File: config.mk
export PLATFORM = sky130hd
export DESIGN_NAME = hmmq_front
export DESIGN_NICKNAME = d
export VERILOG_FILES = /design/src/hmmq_pkg.sv /design/src/hmmq_front.sv
export SDC_FILE = /design/constraint.sdc
export NUM_CORES = 1
export LEC_CHECK = 0
export ABC_AREA = 1
export BUFFER_PORTS_ARGS = -buffer_cell sky130_fd_sc_hd__buf_2
export CAP_MARGIN = 20
export CORE_MARGIN = 8
export CORE_UTILIZATION = 30
export DETAILED_ROUTE_END_ITERATION = 16
export HOLD_SLACK_MARGIN = 0.15
export PLACE_DENSITY = 0.64
export SLEW_MARGIN = 15
export SYNTH_ARGS = -nofsm -noshare
export SYNTH_HDL_FRONTEND = slang
export SYNTH_SLANG_ARGS = --single-unit
File: constraint.sdc
create_clock -name clk_i -period 2.13 [get_ports clk_i]
set_input_delay 0.3195 -clock clk_i [delete_from_list [all_inputs] [get_ports clk_i]]
set_output_delay 0.3195 -clock clk_i [all_outputs]
set_load 0.01 [all_outputs]
File: src/hmmq_pkg.sv
// ----------------------------------------------------------------------------
// hmmq_pkg
// Shared constants, types and helpers of the histogram summary block.
// ----------------------------------------------------------------------------
package hmmq_pkg;

  localparam int MAX_BINS   = 512;
  localparam int ADDR_W     = $clog2(MAX_BINS);
  localparam int N_W        = ADDR_W + 1;
  localparam int PROD_W     = N_W + 34;
  localparam int FIFO_DEPTH = 4;
  localparam int FIFO_PTR_W = $clog2(FIFO_DEPTH);

  localparam logic [1:0] REG_BIN_COUNT_USED = 2'd0;
  localparam logic [1:0] REG_RANGE_MIN      = 2'd1;
  localparam logic [1:0] REG_RANGE_MAX      = 2'd2;
  localparam logic [1:0] REG_TAIL_DROP      = 2'd3;

  localparam logic [1:0] SEL_MODE   = 2'd0;
  localparam logic [1:0] SEL_MEDIAN = 2'd1;
  localparam logic [1:0] SEL_LOWER  = 2'd2;
  localparam logic [1:0] SEL_UPPER  = 2'd3;

  typedef struct packed {
    logic [31:0]       count;
    logic [ADDR_W-1:0] addr;
    logic              last;
  } fifo_entry_t;

  typedef struct packed {
    logic           start;
    logic [N_W-1:0] idx;
    logic [N_W-1:0] n;
  } ctr_req_t;

  typedef struct packed {
    logic               mode_valid;
    logic [8:0]         mode_bin;
    logic signed [31:0] mode_value;
    logic [8:0]         median_bin;
    logic signed [31:0] median_value;
    logic [9:0]         lower_bin;
    logic signed [31:0] lower_value;
    logic [8:0]         upper_bin;
    logic signed [31:0] upper_value;
  } result_t;

  typedef enum logic [2:0] {
    B_LOAD, B_SCAN, B_MED_RD, B_MED_ACC, B_CTR_GO, B_CTR_WAIT, B_HOLD
  } back_state_e;

  typedef enum logic [1:0] {
    C_IDLE, C_MUL, C_DIV, C_FIN
  } ctr_state_e;

  function automatic logic [31:0] sat_add(input logic [31:0] a, input logic [31:0] b);
    logic [32:0] s;
    s = {1'b0, a} + {1'b0, b};
    return s[32] ? 32'hFFFF_FFFF : s[31:0];
  endfunction

  function automatic logic [N_W-1:0] eff_bins(input logic [9:0] used);
    if (used == 10'd0) begin
      return N_W'(1);
    end else if (int'(used) > MAX_BINS) begin
      return N_W'(MAX_BINS);
    end
    return N_W'(used);
  endfunction

endpackage

File: src/hmmq_front.sv
// ----------------------------------------------------------------------------
// hmmq_front
// Accepts bin counts, numbers them and marks the last bin of each histogram.
// ----------------------------------------------------------------------------
module hmmq_front import hmmq_pkg::*; (
  input  logic              clk_i,
  input  logic              rst_ni,
  input  logic              bin_valid_i,
  input  logic [31:0]       bin_count_i,
  input  logic [N_W-1:0]    n_i,
  input  logic              fifo_full_i,
  output logic              bin_stall_o,
  output logic              push_o,
  output fifo_entry_t       entry_o
);

  logic [ADDR_W-1:0] load_index_q, load_index_d;
  logic              last;

  assign bin_stall_o = fifo_full_i;
  assign push_o      = bin_valid_i && !fifo_full_i;
  assign last        = ({1'b0, load_index_q} + N_W'(1)) >= n_i;

  assign entry_o.count = bin_count_i;
  assign entry_o.addr  = load_index_q;
  assign entry_o.last  = last;

  always_comb begin
    load_index_d = load_index_q;
    if (push_o) begin
      load_index_d = last ? '0 : load_index_q + ADDR_W'(1);
    end
  end

  always_ff @(posedge clk_i or negedge rst_ni) begin
    if (!rst_ni) begin
      load_index_q <= '0;
    end else begin
      load_index_q <= load_index_d;
    end
  end

endmodule

Word-level counts from Yosys, hierarchy flattened
Cells that the tools add are included.
{"block": "totals", "memories": 0, "mem_bits_ro": 0, "input_bits": 46, "out_inout_bits": 44, "ff_bits": 9, "latchBits": 0, "mem_bits_rw": 0, "word_cells": 7}
{"block": "op_classes", "shift": 0, "muxes": 1, "eq_ne": 0, "n_bitwise": 0, "n_mul": 0, "order_cmp": 1, "reduce_logical": 2, "div_mod_pow": 0, "n_addsub": 2}
{"cell": "adder 9 x 1 -> 10 bit, second input constant", "count": 1}
{"cell": ">= comparator 10 bit", "count": 1}
{"cell": "adder 9 x 1 -> 9 bit, second input constant", "count": 1}
{"cell": "two-way mux 9 bit", "count": 1}
{"cell": "logical AND 1 bit", "count": 1}
{"cell": "zero test 1 bit", "count": 1}

Depth between registers and ports, before layout
{"block": "depth", "depth_word": 3, "mapped_depth": 14, "ltp_nobuf": 14}

Least setup slack after synthesis
OpenSTA, ideal clock, no wires.
{"block": "synth_timing", "kind": "reg2out", "from": "register load_index_q[0]", "to": "output entry_o[0] in the netlist's numbering", "t_arrival_ns": 2.003, "n_path_buf": 1, "path_slack_ns": -0.193, "stages_incl_launch_ff": 15, "required_time_ns": 1.811, "path_cell_list": "dfrtp_1 > ha_1 > inv_1 > nor2_4 > nand3_1 > nand2_1 > nand2_1 > ha_1 > nand2_1 > nor2_2 > nand2_1 > nor2_2 > nor2_4 > nand2_1 > buf_4"}
{"block": "synth_between", "elab_chain_cells": 2}
{"item": "from (decl)", "line": "hmmq_front.sv:17", "rtl": "logic [ADDR_W-1:0] load_index_q, load_index_d;"}
{"item": "from (signal assigned)", "line": "hmmq_front.sv:39", "rtl": "load_index_q <= load_index_d;"}
{"item": "adder 9 x 1 -> 10 bit", "line": "hmmq_front.sv:22", "rtl": "assign last = ({1'b0, load_index_q} + N_W'(1)) >= n_i;"}
{"item": ">= comparator 10 bit", "line": "hmmq_front.sv:22"}
{"item": "to (decl)", "line": "hmmq_front.sv:14", "rtl": "output fifo_entry_t entry_o"}
No other way between the ends.

==> results by group <==
Pwr
  • Sequential share of power: 28.3%
  • Combinational group share of total power: 50.0%
  • Worst IR Drop VDD: 396 uV
  • Pleak: 0.735 nW
  • Clock share of power: 21.7%
  • Cell internal pwr: 550 uW
  • Psw: 330 uW
  • Switching Share: 37.5%
  • Total power per unit cell area: 653 nW/um^2

Synthesis
  • Xor-xnor portion of the synthesized cell area: 2.36%
  • Compound-Gate Fraction of Synth Area: 4.39%
  • Synth cell types: 22
  • Largest family of logic cells by synthesized area: buffers and inverters
  • Syn Std Cell Area: 1110 um^2
  • Syn_area_per_cell: 7.04 um^2
  • Commonest cells in the netlist: nand2_1 (42), buf_4 (34), inv_1 (20)
  • Simple-gate share of the synthesized area: 28.6%
  • Adder-cell share of the synthesized area: 12.4%
  • Synth top area share: 22.9%
  • Proportion of synthesized area in mux cells: 0%
  • Synth warn: 0
  • Seq/Total Area, Yosys: 20.2%
  • Top cells by area, synth: buf_4 (23%), dfrtp_1 (20%), nand2_1 (14%)
  • Largest area contributor in the netlist: buf_4
  • Number of synthesized register bits: 9
  • Most used DFF post-synth: dfrtp_1
  • Post-synth ARST share: 100%
  • Synthesized Nets: 215
  • Post-Syn Instances: 158
  • Most frequent cell after synthesis: nand2_1
  • Number of flops mapped to enable cells by yosys: 0

Route
  • Post-DR wirelength/cell: 11.6 um
  • Routed vias/inst: 4.32
  • Drt pass-1 iters: 4
  • Routed Antenna Nets: 0
  • DRC: 0
  • WL final: 2540 um
  • Via count: 947
  • 1st-iter DRT viols: 40

Global routing
  • Initial antenna violation count: 0
  • Number of global-route vias before repair: 929
  • Largest net degree at the start of global routing: 12
  • Total track usage: 8.30%
  • Aggregate global routing overflow: 0
  • First-pass GRT wire length: 4140 um

Timing
  • Tcrit/Tclk final: 111%
  • Max_slew headroom: 82.2%
  • Final Hold Viols: 0
  • Slew Limit Fails: 0
  • Slack of the critical path: -245 ps
  • Final Setup Violations: 1
  • Slew @ Worst Pin: 265 ps
  • RSZ-0062 raised after global routing: true
  • Max Fclk: 421 MHz
  • Fin Clk Skew: 1.06 ps
  • Setup TNS: -245 ps
  • Final min period: 2370 ps

Cells and area
  • Number of flip-flops in the largest register: 9
  • Fillers: 394
  • Area Growth Syn to Fin: 21.1%
  • Fraction of layout cells with a size suffix above 1: 44.4%
  • Largest regs: load_index_q (9)
  • Finished Layout Cells: 219
  • Fin nets: 229
  • Post-route cell area: 1350 um^2
  • Largest Register: load_index_q
  • Ant diodes: 0

Setup path
  • Crit-path max FO: 3
  • Worst path max stage delay: 400 ps
  • FF-to-FF Start: load_index_q[1]
  • Crit path cell chain: ha_4 -> inv_2 -> nor2_4 -> nand3_2 -> nand2_1 -> nand2_2 -> ha_4 -> nand2_4 -> nor2_4 -> nand2_2 -> nor2_4 -> nor2_4 -> nand2_2 -> buf_6
  • Slowest CP cell: dfrtp_2
  • CP delay by family, top: simple AND/OR/NAND/NOR gates
  • CP Launch Type: register
  • CP required: 1810 ps
  • Worst Setup SP: load_index_q[1]
  • Critical Path Most Common Cell: nor2_4
  • Setup CP Type: register to output port
  • CP Data Arrival Time: 2060 ps
  • Crit end category: output port
  • Flop-to-flop setup slack: 40 ps
  • CP bufs+invs: 2

Clock tree
  • CTS Root Cell: clkbuf_8
  • Clock buffer depth: 2
  • CTS tree: built
  • Worst-Skew Late Latency: 230 ps
  • Clock Sinks: 9
  • CTS clk-pin slew, worst paths: 40 ps
  • H-tree depth: 1
  • Num CTS Buffers: 3

Floorplanning
  • Io pins: 90
  • Die height: 76.9 um
  • Die width: 76.9 um
  • Core outline area: 3610 um^2
  • Die area: 5910 um^2
  • Row count: 22
  • Starting Density: 30.8%

Placed design
  • HPWL Detailed: 2040 um
  • GPL Wtd Cong: 0.804
  • Number of port buffers: 25
  • DP Area: 1160 um^2
  • Placed cells: 212
  • Setup slack at placement: -48.3 ps

Outcome
  • Failing checks: negative setup slack
  • Status: finished, violations left

Min path
  • Tightest Hold Check Type: input pin to asynchronous set/reset pin

Job
  • Max Cap Viol: 0
-- cells in the final DEF (no fill, tap or decap) --
cell type / instances
a21o_1: 1
a21oi_1: 4
buf_2: 24
buf_4: 17
buf_6: 2
clkbuf_1: 1
clkbuf_8: 3
clkinv_1: 2
clkinv_2: 3
dfrtp_1: 7
dfrtp_2: 2
dlygate4sd3_1: 1
ha_1: 8
ha_4: 3
inv_1: 19
inv_2: 1
nand2_1: 35
nand2_2: 7
nand2_4: 1
nand3_1: 2
nand3_2: 1
nand3b_1: 1
nand4_1: 10
nor2_1: 2
nor2_2: 3
nor2_4: 5
nor4_2: 1
o21ai_1: 1
o21ai_4: 1
xnor2_1: 1
xnor2_2: 1
xor2_2: 1
-- per-layer routing --
layer | up-vias | track usage [%] | routed length, um
li1 | 486 | - | -
met1 | 427 | 10.7 | 1160
met2 | 34 | 11.9 | 1120
met3 | 0 | 4.08 | 251
met4 | 0 | 2.12 | 0
met5 | - | 0 | 0
-- timing repair --
item	CTS	global route
buffers inserted	0	3
pin swaps	1	15
endpoints found under the hold margin	9	0
resized for setup	3	21
setup endpoints to repair	1	10
hold buffers	1	0
-- power groups by stage --
stage	registers, mW	logic [mW]	clock network, mW
floorplan	0.267	0.248	0
global placement	0.239	0.384	0
detailed placement	0.242	0.385	0
CTS	0.245	0.406	0.198
global route	0.254	0.500	0.211
finish	0.249	0.440	0.191
-- cell families after synthesis --
kind of cell               after synthesis
AOI/OAI and AO/OA                        7
buffers and inverters                   60
and+or+nand+nor                         68
DFF                                      9
adders and majority gates               11
xor gates and xnor gates                 3
-- layout make-up --
class	count	area, um^2	area share, %
sequential	9	228	16.9
timing repair buffer	44	280	20.8
inverter	25	97.6	7.24
tap	48	60.1	4.46
multi-input combinational	89	637	47.3
clock buffer	4	45.0	3.34
-- through the flow --
stage | hold slack, ps | util, % | total power, mW
after detailed placement | 181 | 32.2 | 0.628
after CTS | 484 | 34.2 | 0.849
final | 471 | 37.4 | 0.879
after global routing | 494 | 37.4 | 0.964
after global placement | 178 | 32.2 | 0.623
after floorplan | 23.9 | - | 0.515
-- path summary, 6_finish.rpt --
| kind | end | cells past startpoint |
|---|---|---|
| min in group clk_i | load_index_q[0] | 5 |
| hold / removal | load_index_q[2] | 2 |
| hold reg to reg | load_index_q[8] | 3 |
| setup / recovery | entry_o[0] | 14 |
| max in group asynchronous | load_index_q[0] | 2 |
| setup reg to reg | load_index_q[6] | 15 |
(Power assumes the default switching activity.)
