--- src/hmmq_pkg.sv ---
// ----------------------------------------------------------------------------
// hmmq_pkg
// Shared constants, types and helpers of the histogram summary block.
// ----------------------------------------------------------------------------
package hmmq_pkg;

  localparam int MAX_BINS   = 512;
  localparam int ADDR_W     = $clog2(MAX_BINS);
  localparam int N_W        = ADDR_W + 1;
  localparam int PROD_W     = N_W + 34;
  localparam int FIFO_DEPTH = 4;
  localparam int FIFO_PTR_W = $clog2(FIFO_DEPTH);

  localparam logic [1:0] REG_BIN_COUNT_USED = 2'd0;
  localparam logic [1:0] REG_RANGE_MIN      = 2'd1;
  localparam logic [1:0] REG_RANGE_MAX      = 2'd2;
  localparam logic [1:0] REG_TAIL_DROP      = 2'd3;

  localparam logic [1:0] SEL_MODE   = 2'd0;
  localparam logic [1:0] SEL_MEDIAN = 2'd1;
  localparam logic [1:0] SEL_LOWER  = 2'd2;
  localparam logic [1:0] SEL_UPPER  = 2'd3;

  typedef struct packed {
    logic [31:0]       count;
    logic [ADDR_W-1:0] addr;
    logic              last;
  } fifo_entry_t;

  typedef struct packed {
    logic           start;
    logic [N_W-1:0] idx;
    logic [N_W-1:0] n;
  } ctr_req_t;

  typedef struct packed {
    logic               mode_valid;
    logic [8:0]         mode_bin;
    logic signed [31:0] mode_value;
    logic [8:0]         median_bin;
    logic signed [31:0] median_value;
    logic [9:0]         lower_bin;
    logic signed [31:0] lower_value;
    logic [8:0]         upper_bin;
    logic signed [31:0] upper_value;
  } result_t;

  typedef enum logic [2:0] {
    B_LOAD, B_SCAN, B_MED_RD, B_MED_ACC, B_CTR_GO, B_CTR_WAIT, B_HOLD
  } back_state_e;

  typedef enum logic [1:0] {
    C_IDLE, C_MUL, C_DIV, C_FIN
  } ctr_state_e;

  function automatic logic [31:0] sat_add(input logic [31:0] a, input logic [31:0] b);
    logic [32:0] s;
    s = {1'b0, a} + {1'b0, b};
    return s[32] ? 32'hFFFF_FFFF : s[31:0];
  endfunction

  function automatic logic [N_W-1:0] eff_bins(input logic [9:0] used);
    if (used == 10'd0) begin
      return N_W'(1);
    end else if (int'(used) > MAX_BINS) begin
      return N_W'(MAX_BINS);
    end
    return N_W'(used);
  endfunction

endpackage

--- src/hmmq_fifo.sv ---
// ----------------------------------------------------------------------------
// hmmq_fifo
// Short queue of classified items between the front and the back.
// ----------------------------------------------------------------------------
module hmmq_fifo import hmmq_pkg::*; (
  input  logic        clk_i,
  input  logic        rst_ni,
  input  logic        push_i,
  input  fifo_entry_t wdata_i,
  input  logic        pop_i,
  output fifo_entry_t rdata_o,
  output logic        full_o,
  output logic        empty_o
);

  fifo_entry_t             mem_q [FIFO_DEPTH];
  logic [FIFO_PTR_W-1:0]   wr_q, wr_d, rd_q, rd_d;
  logic [FIFO_PTR_W:0]     cnt_q, cnt_d;

  assign full_o  = cnt_q == (FIFO_PTR_W+1)'(FIFO_DEPTH);
  assign empty_o = cnt_q == '0;
  assign rdata_o = mem_q[rd_q];

  always_comb begin
    wr_d  = push_i ? wr_q + FIFO_PTR_W'(1) : wr_q;
    rd_d  = pop_i ? rd_q + FIFO_PTR_W'(1) : rd_q;
    cnt_d = cnt_q + (FIFO_PTR_W+1)'(push_i) - (FIFO_PTR_W+1)'(pop_i);
  end

  always_ff @(posedge clk_i) begin
    if (push_i) begin
      mem_q[wr_q] <= wdata_i;
    end
  end

  always_ff @(posedge clk_i or negedge rst_ni) begin
    if (!rst_ni) begin
      wr_q  <= '0;
      rd_q  <= '0;
      cnt_q <= '0;
    end else begin
      wr_q  <= wr_d;
      rd_q  <= rd_d;
      cnt_q <= cnt_d;
    end
  end

endmodule

--- config.mk ---
export PLATFORM = sky130hd
export DESIGN_NAME = hmmq_fifo
export DESIGN_NICKNAME = d
export VERILOG_FILES = /design/src/hmmq_pkg.sv /design/src/hmmq_fifo.sv
export SDC_FILE = /design/constraint.sdc
export NUM_CORES = 1
export LEC_CHECK = 0
export BUFFER_PORTS_ARGS = -buffer_cell sky130_fd_sc_hd__buf_2
export CAP_MARGIN = 15
export CORE_MARGIN = 2
export CORE_UTILIZATION = 57
export DETAILED_ROUTE_END_ITERATION = 7
export GPL_ROUTABILITY_DRIVEN = 0
export PLACE_DENSITY = 0.79
export REMOVE_ABC_BUFFERS = 1
export SLEW_MARGIN = 20
export SYNTH_ARGS = -nofsm -noshare
export SYNTH_HDL_FRONTEND = slang
export SYNTH_SLANG_ARGS = --single-unit
--- constraint.sdc ---
create_clock -name clk_i -period 2.37 [get_ports clk_i]
set_clock_uncertainty 0.05 [all_clocks]
set_input_delay 0.1185 -clock clk_i [delete_from_list [all_inputs] [get_ports clk_i]]
set_output_delay 0.1185 -clock clk_i [all_outputs]
set_load 0.02 [all_outputs]
# == After elaboration in Yosys (flattened, before gate mapping) ==
# Memory sizes are Yosys's and may differ from the RTL's.
# Index checks and enable logic that the tools add are counted.
# W data, S select, Z words.
# word_totals
reg_bits,7
latch_bits,0
mem_bits_rw,168
romBits,0
input_bits,46
word_cells,12
n_memories,1
# mem_list
memory,depth,word_bits,rd,rd_ports_with_merged_regs,write_ports,line,source
mem_q,4,42,1,0,1,hmmq_fifo.sv:16,fifo_entry_t mem_q [FIFO_DEPTH];
# op_classes
addsub,4
mul,0
div,0
n_lt_le_gt_ge,0
eq_ne,1
shifts,0
muxes,2
n_bitwise,0
n_reduce_logical,1
# ops
cell,n
$add A2 B1 Y2 const B,2
$add A3 B1 Y3,1
$eq A3 B3 Y1 const B,1
$logic_not A3 Y1,1
$sub A3 B1 Y3,1
$mux W1,2

# == Logic depth before layout (Yosys ltp) ==
# Gate-level depths: netlist of the first run.
# logic_depth
ltp_word,2
mapped_depth,6

# == Worst setup path after synthesis of the first run ==
# Ideal clock, no wire load.
# synth_timing
path_kind,reg-to-reg
start,reg wr_q[0]
end,"mem mem_q[0][0] (netlist name), enable pin"
setup_ps,403
arrival_time_ps,1634
required_ps,1917
path_slack_ps,283
path_stages_with_launch,4
path_buffers,0
synth_period_minus_slack_ps,2087
path_cell_list,dfrtp_1 inv_1 ha_1 and2_1
# synth_rtl
item,line,source
start: declaration,hmmq_fifo.sv:17,"logic [FIFO_PTR_W-1:0] wr_q, wr_d, rd_q, rd_d;"
start signal: assignment,hmmq_fifo.sv:42,wr_q <= wr_d;
end: declaration,hmmq_fifo.sv:16,
# No word-level cell before the write port.

==> results of run 1 <==
[path summary, 6_finish.rpt]
path                             start            to  slack, ns
setup / recovery               rd_q[0]    rdata_o[1]       0.17
hold / removal                  rst_ni       rd_q[0]       0.01
setup reg to reg              cnt_q[0]      cnt_q[2]       0.80
hold reg to reg                wr_q[0]       wr_q[0]       0.48
max in group asynchronous       rst_ni       rd_q[0]       2.07
min in group clk_i         wdata_i[30]  mem_q[0][30]       0.39
[kinds of logic after synthesis]
kind of cell             after synthesis  share of synthesized area [%]
flip-flops                           175                           80.2
multiplexers                          42                           14.8
buffers and inverters                 16                           2.13
AND/OR/NAND/NOR                        8                          0.673
adder cells (fa/ha/maj)                7                           1.46
XOR/XNOR                               5                          0.673
AO/OA/AOI/OAI                          1                         0.0768
[worst max-delay path, delay by kind of cell (launching register included)]
family / cells / cell delay (ns)
multiplexers: 1 / 0.64
buffers and inverters: 2 / 0.54
flip-flops: 1 / 0.42
[timing repair]
action | 4_1_cts | 5_1_grt
buffers inserted | 0 | 0
hold endpoints to repair | 180 | 0
hold buffers | 45 | 0
[flip-flops by register name, summed over array words and instances, names as in the netlist]
signal / count
rd_q: 2
wr_q: 2
cnt_q: 3
mem_q: 168
[cell type report]
cell class                      count  area, sq um  area share (%)
Sequential cell                   175         5230            63.2
Multi-Input combinational cell     63         1150            14.0
Timing Repair Buffer              147         1020            12.3
Clock buffer                       18          429            5.19
Clock inverter                     14          236            2.86
Tap cell                          143          179            2.17
Inverter                            6         22.5           0.273
[Yosys cell counts]
master,n
nor3_1,1
mux4_2,38
buf_12,4
and2_1,4
edfxtp_1,168
mux4_1,4
ha_1,6
inv_1,6
buf_2,5
buf_6,1
dfrtp_1,7
fa_1,1
xnor2_1,2
and3_1,1
xor2_1,3
o21ai_0,1
nand2_1,2
[metrics by stage]
step	setup TNS [ns]	power (mW)	hold slack [ns]	util [%]	setup WS, ns
after global placement	0	7.38	-0.0789	63.4	0.618
after detailed placement	0	7.45	-0.0779	63.4	0.607
after CTS	0	10.6	0.00207	73.3	0.136
after global routing	0	10.9	0.0150	73.3	0.0650
final	0	10.5	0.0129	73.3	0.174
after floorplan	-11.64	6.37	-0.227	-	-0.358
[metal layers]
metal | share of wire (%) | global-route usage (%) | up-vias | wire length (um)
met2 | 52 | 33.4 | 96 | 5920
met3 | 4.1 | 5.30 | 23 | 467
li1 | - | - | 1384 | -
met4 | 1.9 | 8.92 | 0 | 216
met1 | 42 | 24.9 | 1606 | 4730
met5 | 0 | 0 | - | 0
[power by group through the flow]
stage	registers (mW)	logic, mW	clock network (mW)
final	4.27	3.12	3.10
after global routing	4.32	3.34	3.27
after CTS	4.28	3.18	3.14
after detailed placement	4.34	3.11	0
after global placement	4.30	3.08	0
after floorplan	4.48	1.89	0
==> impl_metrics.ini, run 1 <==
[global_routing]
grtUsageTotal_pct = 20.0
grt.overflow.total = 0
grt_antenna_before_repair = 0
grt_pass1_wl_um = 18000
grt_pass1_vias = 3402
grt_max_degree = 26

[placed_design]
dpl_cell_area_sq_um = 7150
placed_cells_incl_taps = 489
hpwl_um = 6770
portBuffers = 89

[power_and_ir_drop]
peakVddDrop_uv = 992
switching_power_mw = 3.11
power_density_nw_per_um2 = 1270
power.leakage_nw = 2.96
p_sw_share_pct = 29.7
pwr-share-clk_pct = 29.6
power_frac_comb_pct = 29.7
seqPwrFrac_pct = 40.7
internal_power_mw = 7.38

[finish]
syn_to_final_growth_pct = 27.0
drive_gt1_share_pct = 41.6
layout_common_cells = 168 x edfxtp_1, 89 x buf_2, 45 x dlygate4sd3_1
post-route-cell-area_sq_um = 8260
fill_cells = 666
antenna_cells = 0
fin_cells = 566
fin_nets = 463
final_common_cell = edfxtp_1

[detailed_routing]
dr.pass1.iters = 4
drtAntennaViolNets = 0
dr_total_vias = 3109
viasPerCell = 5.49
wl_per_cell_um = 20.0
remaining_drc_errors = 0
drt_iter0_drc = 169
drt_wl_total_um = 11300

[floorplan]
num_io_pins = 90
start_util_pct = 57.7
die_w_um = 111
die_h_um = 111
rows = 39
core_sq_um = 11300
dieArea_sq_um = 12300

[logic_synthesis]
synth_top_area_share_pct = 77.5
avgSynthCellArea_sq_um = 25.6
synth.top_cells.by_area = edfxtp_1 78%, mux4_2 13%, dfrtp_1 2.7%
synth_seq_cells = 175
netlist_instances = 254
synth_area_sq_um = 6510
ys_seq_area_share_pct = 80.2
yosysUniqueCellTypes = 17
ys_warn_count = 0
yosys.area.top_type = edfxtp_1

[clocking]
cts-root-buf = clkbuf_16
ctsResizeCount = 0
clk_latency_ns = 0.42
clkTransAtPathRegs_ns = 0.06
cts_tree = built
htreeDepth = 4
cts_buffer_depth = 2
cts_num_sinks = 175
cts_buffers = 17

[sta]
rsz0062_at_grt = false
setup_viol = 0
tightest_slew_ns = 0.406
period_needed_ns = 2.20
timing.final.max_slew_violations = 0
slew_headroom_pct = 72.9
final.period_utilization_pct = 92.7
hold_violations = 0
fmax_ghz = 0.455

[outcome]
outcome = finished, final reports clean

[critical_path]
start_kind = flip-flop
reg2reg_depth = 6
cp.arrival_ns = 2.03
crit_type = flip-flop to output pin
required_ns = 2.20
cp_slowest_cell = mux4_1
crit_fanout = 19
cp_cell_sequence = buf_4 -> mux4_1 -> buf_2
slowest_delay_ns = 0.64
end_kind = output pin

[run]
drv_cap = 0

[hold_path]
worstHoldPathType = input pin to asynchronous set/reset pin
Note: power is estimated with default switching activity, not from simulation.
==> inputs of run 2 (changes only) <==
ABC_AREA = 1   (was default)
CORE_UTILIZATION = 58   (was 57)
PLACE_DENSITY = 0.8   (was 0.79)
==> impl_metrics.ini, run 2 <==
[outcome]
outcome = finished, final reports clean

[logic_synthesis]
synth_area_sq_um = 7490
ys_warn_count = 0
synth.most_common_cell = nand2_1
netlist_instances = 705
synth-edff-count = 168
yosysUniqueCellTypes = 16
ys_async_sr_fraction_pct = 4.00
synth_top_area_share_pct = 67.4
yosys.area.top_type = edfxtp_1
synth_commonest_cells = 221 x nand2_1, 168 x edfxtp_1, 151 x inv_1
ys_seq_area_share_pct = 69.7
avgSynthCellArea_sq_um = 10.6
synth_ff_type = edfxtp_1
synth_seq_cells = 175
synth.top_cells.by_area = edfxtp_1 67%, nand2_1 11%, inv_1 7.6%

[critical_path]
crit_path_end = rdata_o[27]
reg2reg_slack_ns = 0.65
timing.rr.start = wr_q[0]
crit_fanout = 86
start_kind = flip-flop
reg2reg_depth = 5
end_kind = output pin
rr_endpoint = mem_q[0][3]
required_ns = 2.20
cp.arrival_ns = 2.04
crit_start = rd_q[0]
crit_type = flip-flop to output pin

[run]
drv_cap = 0

[floorplan]
rows = 41
num_io_pins = 90
core_sq_um = 12600
dieArea_sq_um = 13800
start_util_pct = 59.3
die_w_um = 118
die_h_um = 118

[sta]
setup_viol = 0
period_needed_ns = 2.21
fin_hold_ws_ns = 0.0277
fmax_ghz = 0.453
hold_violations = 0
rsz0062_at_grt = false
tns_ns = 0
slew_headroom_pct = 41.0
final.period_utilization_pct = 93.2
tightest_slew_ns = 0.884
timing.final.max_slew_violations = 0

[power_and_ir_drop]
power_frac_comb_pct = 37.4
internal_power_mw = 7.23
power.leakage_nw = 4.30
power_density_nw_per_um2 = 1250
pwr-share-clk_pct = 25.7
power_mw = 11.4
seqPwrFrac_pct = 36.9
switching_power_mw = 4.22
peakVddDrop_uv = 774
p_sw_share_pct = 36.9

[clocking]
postCtsSetupBuffers = 0
cts-root-buf = clkbuf_16
ctsResizeCount = 0
clk_latency_ns = 0.42
htreeDepth = 4
cts_buffer_depth = 2
clkTransAtPathRegs_ns = 0.06
cts_buffers = 17
cts_tree = built
cts_num_sinks = 175

[finish]
fill_cells = 830
regMostFlops = mem_q
final_common_cell = nand2_1
syn_to_final_growth_pct = 22.8
top_regs = mem_q: 168 flops, cnt_q: 3 flops
multi_input_area_sq_um = 1390
drive_gt1_share_pct = 19.5
fin_nets = 893
layout_common_cells = 221 x nand2_1, 168 x edfxtp_1, 147 x inv_1
regArea_sq_um = 5220
antenna_cells = 0
largest_reg_flops = 168

[detailed_routing]
dr.pass1.iters = 5
drtAntennaViolNets = 0
wl_per_cell_um = 14.8
viasPerCell = 4.92
remaining_drc_errors = 0
drt_wl_total_um = 15200
drt_iter0_drc = 357
dr_total_vias = 5046

[placed_design]
hpwl_um = 8790
portBuffers = 89

[global_routing]
grt_pass1_vias = 5048
grt_max_degree = 87
grt.overflow.total = 0
grt_antenna_before_repair = 0
grt_pass1_wl_um = 24200
grtUsageTotal_pct = 22.5

[hold_path]
worstHoldPathType = input pin to asynchronous set/reset pin
==> run 2: how the worst min path moves through the flow <==
| stage | from | end | slack [ns] | cells past startpoint |
|---|---|---|---|---|
| detailed placement | rst_ni | wr_q[1] | -0.07 | 1 |
| global placement | rst_ni | cnt_q[0] | -0.08 | 1 |
| finish | rst_ni | cnt_q[0] | 0.03 | 2 |
| global route | rst_ni | cnt_q[0] | 0.04 | 2 |
| CTS | rst_ni | cnt_q[0] | 0.02 | 2 |
| floorplan | rst_ni | cnt_q[0] | -0.23 | 0 |
==> run 2: repair_timing <==
action                     in CTS  in global routing
hold endpoints to repair      180                  0
hold buffers                   45                  0
setup endpoints to repair       0                  0
==> run 2: cells by family (layout without fill, tap and decap cells) <==
family,after synthesis,after routing,synth area share (%)
buffers and inverters,211,359,11.7
DFF,175,175,69.7
and+or+nand+nor,308,308,16.9
adders and majority gates,7,7,1.27
xor gates and xnor gates,3,3,0.351
AOI/OAI and AO/OA,1,1,0.0668
==> run 2: layout make-up <==
cell class | instances | share of cell area, %
tap | 172 | 2.34
clock inverter | 13 | 2.12
timing repair buffer | 145 | 11.5
inverter | 182 | 7.43
clock buffer | 19 | 4.71
multi-input combinational | 319 | 15.1
sequential | 175 | 56.8
==> run 2: critical path: stages (launching register included) <==
cell	delay [ns]
dfrtp_2	0.36
buf_4	0.70
nand2_1	0.17
nand3_1	0.13
nand2_1	0.08
buf_2	0.16
==> run 2: power groups by stage <==
stage	Sequential (mW)	Combinational, mW	Clock (mW)
floorplan	4.47	2.47	0
global placement	4.26	4.08	0
detailed placement	4.29	4.20	0
CTS	4.23	4.29	2.96
global route	4.28	4.70	3.07
finish	4.23	4.28	2.94
==> run 2: metrics by stage <==
step / utilization (%) / area, sq um / std cells / setup WS, ns
6_report: 72.8 / 9190 / 1025 / 0.161
5_1_grt: 72.8 / 9190 / 1025 / 0.0111
4_1_cts: 72.8 / 9190 / 1025 / 0.149
3_5_place_dp: 64.3 / 8110 / 948 / 0.598
3_3_place_gp: 64.3 / 8110 / 948 / 0.663
2_1_floorplan: - / 7290 / 676 / -0.738
==> run 2: per-layer routing <==
metal | vias up | share of wire, % | global-route usage (%)
met2 | 191 | 52 | 38.8
met5 | - | 0 | 0
met3 | 21 | 6.7 | 6.10
met1 | 2381 | 39 | 27.2
met4 | 0 | 1.6 | 8.51
li1 | 2453 | - | -
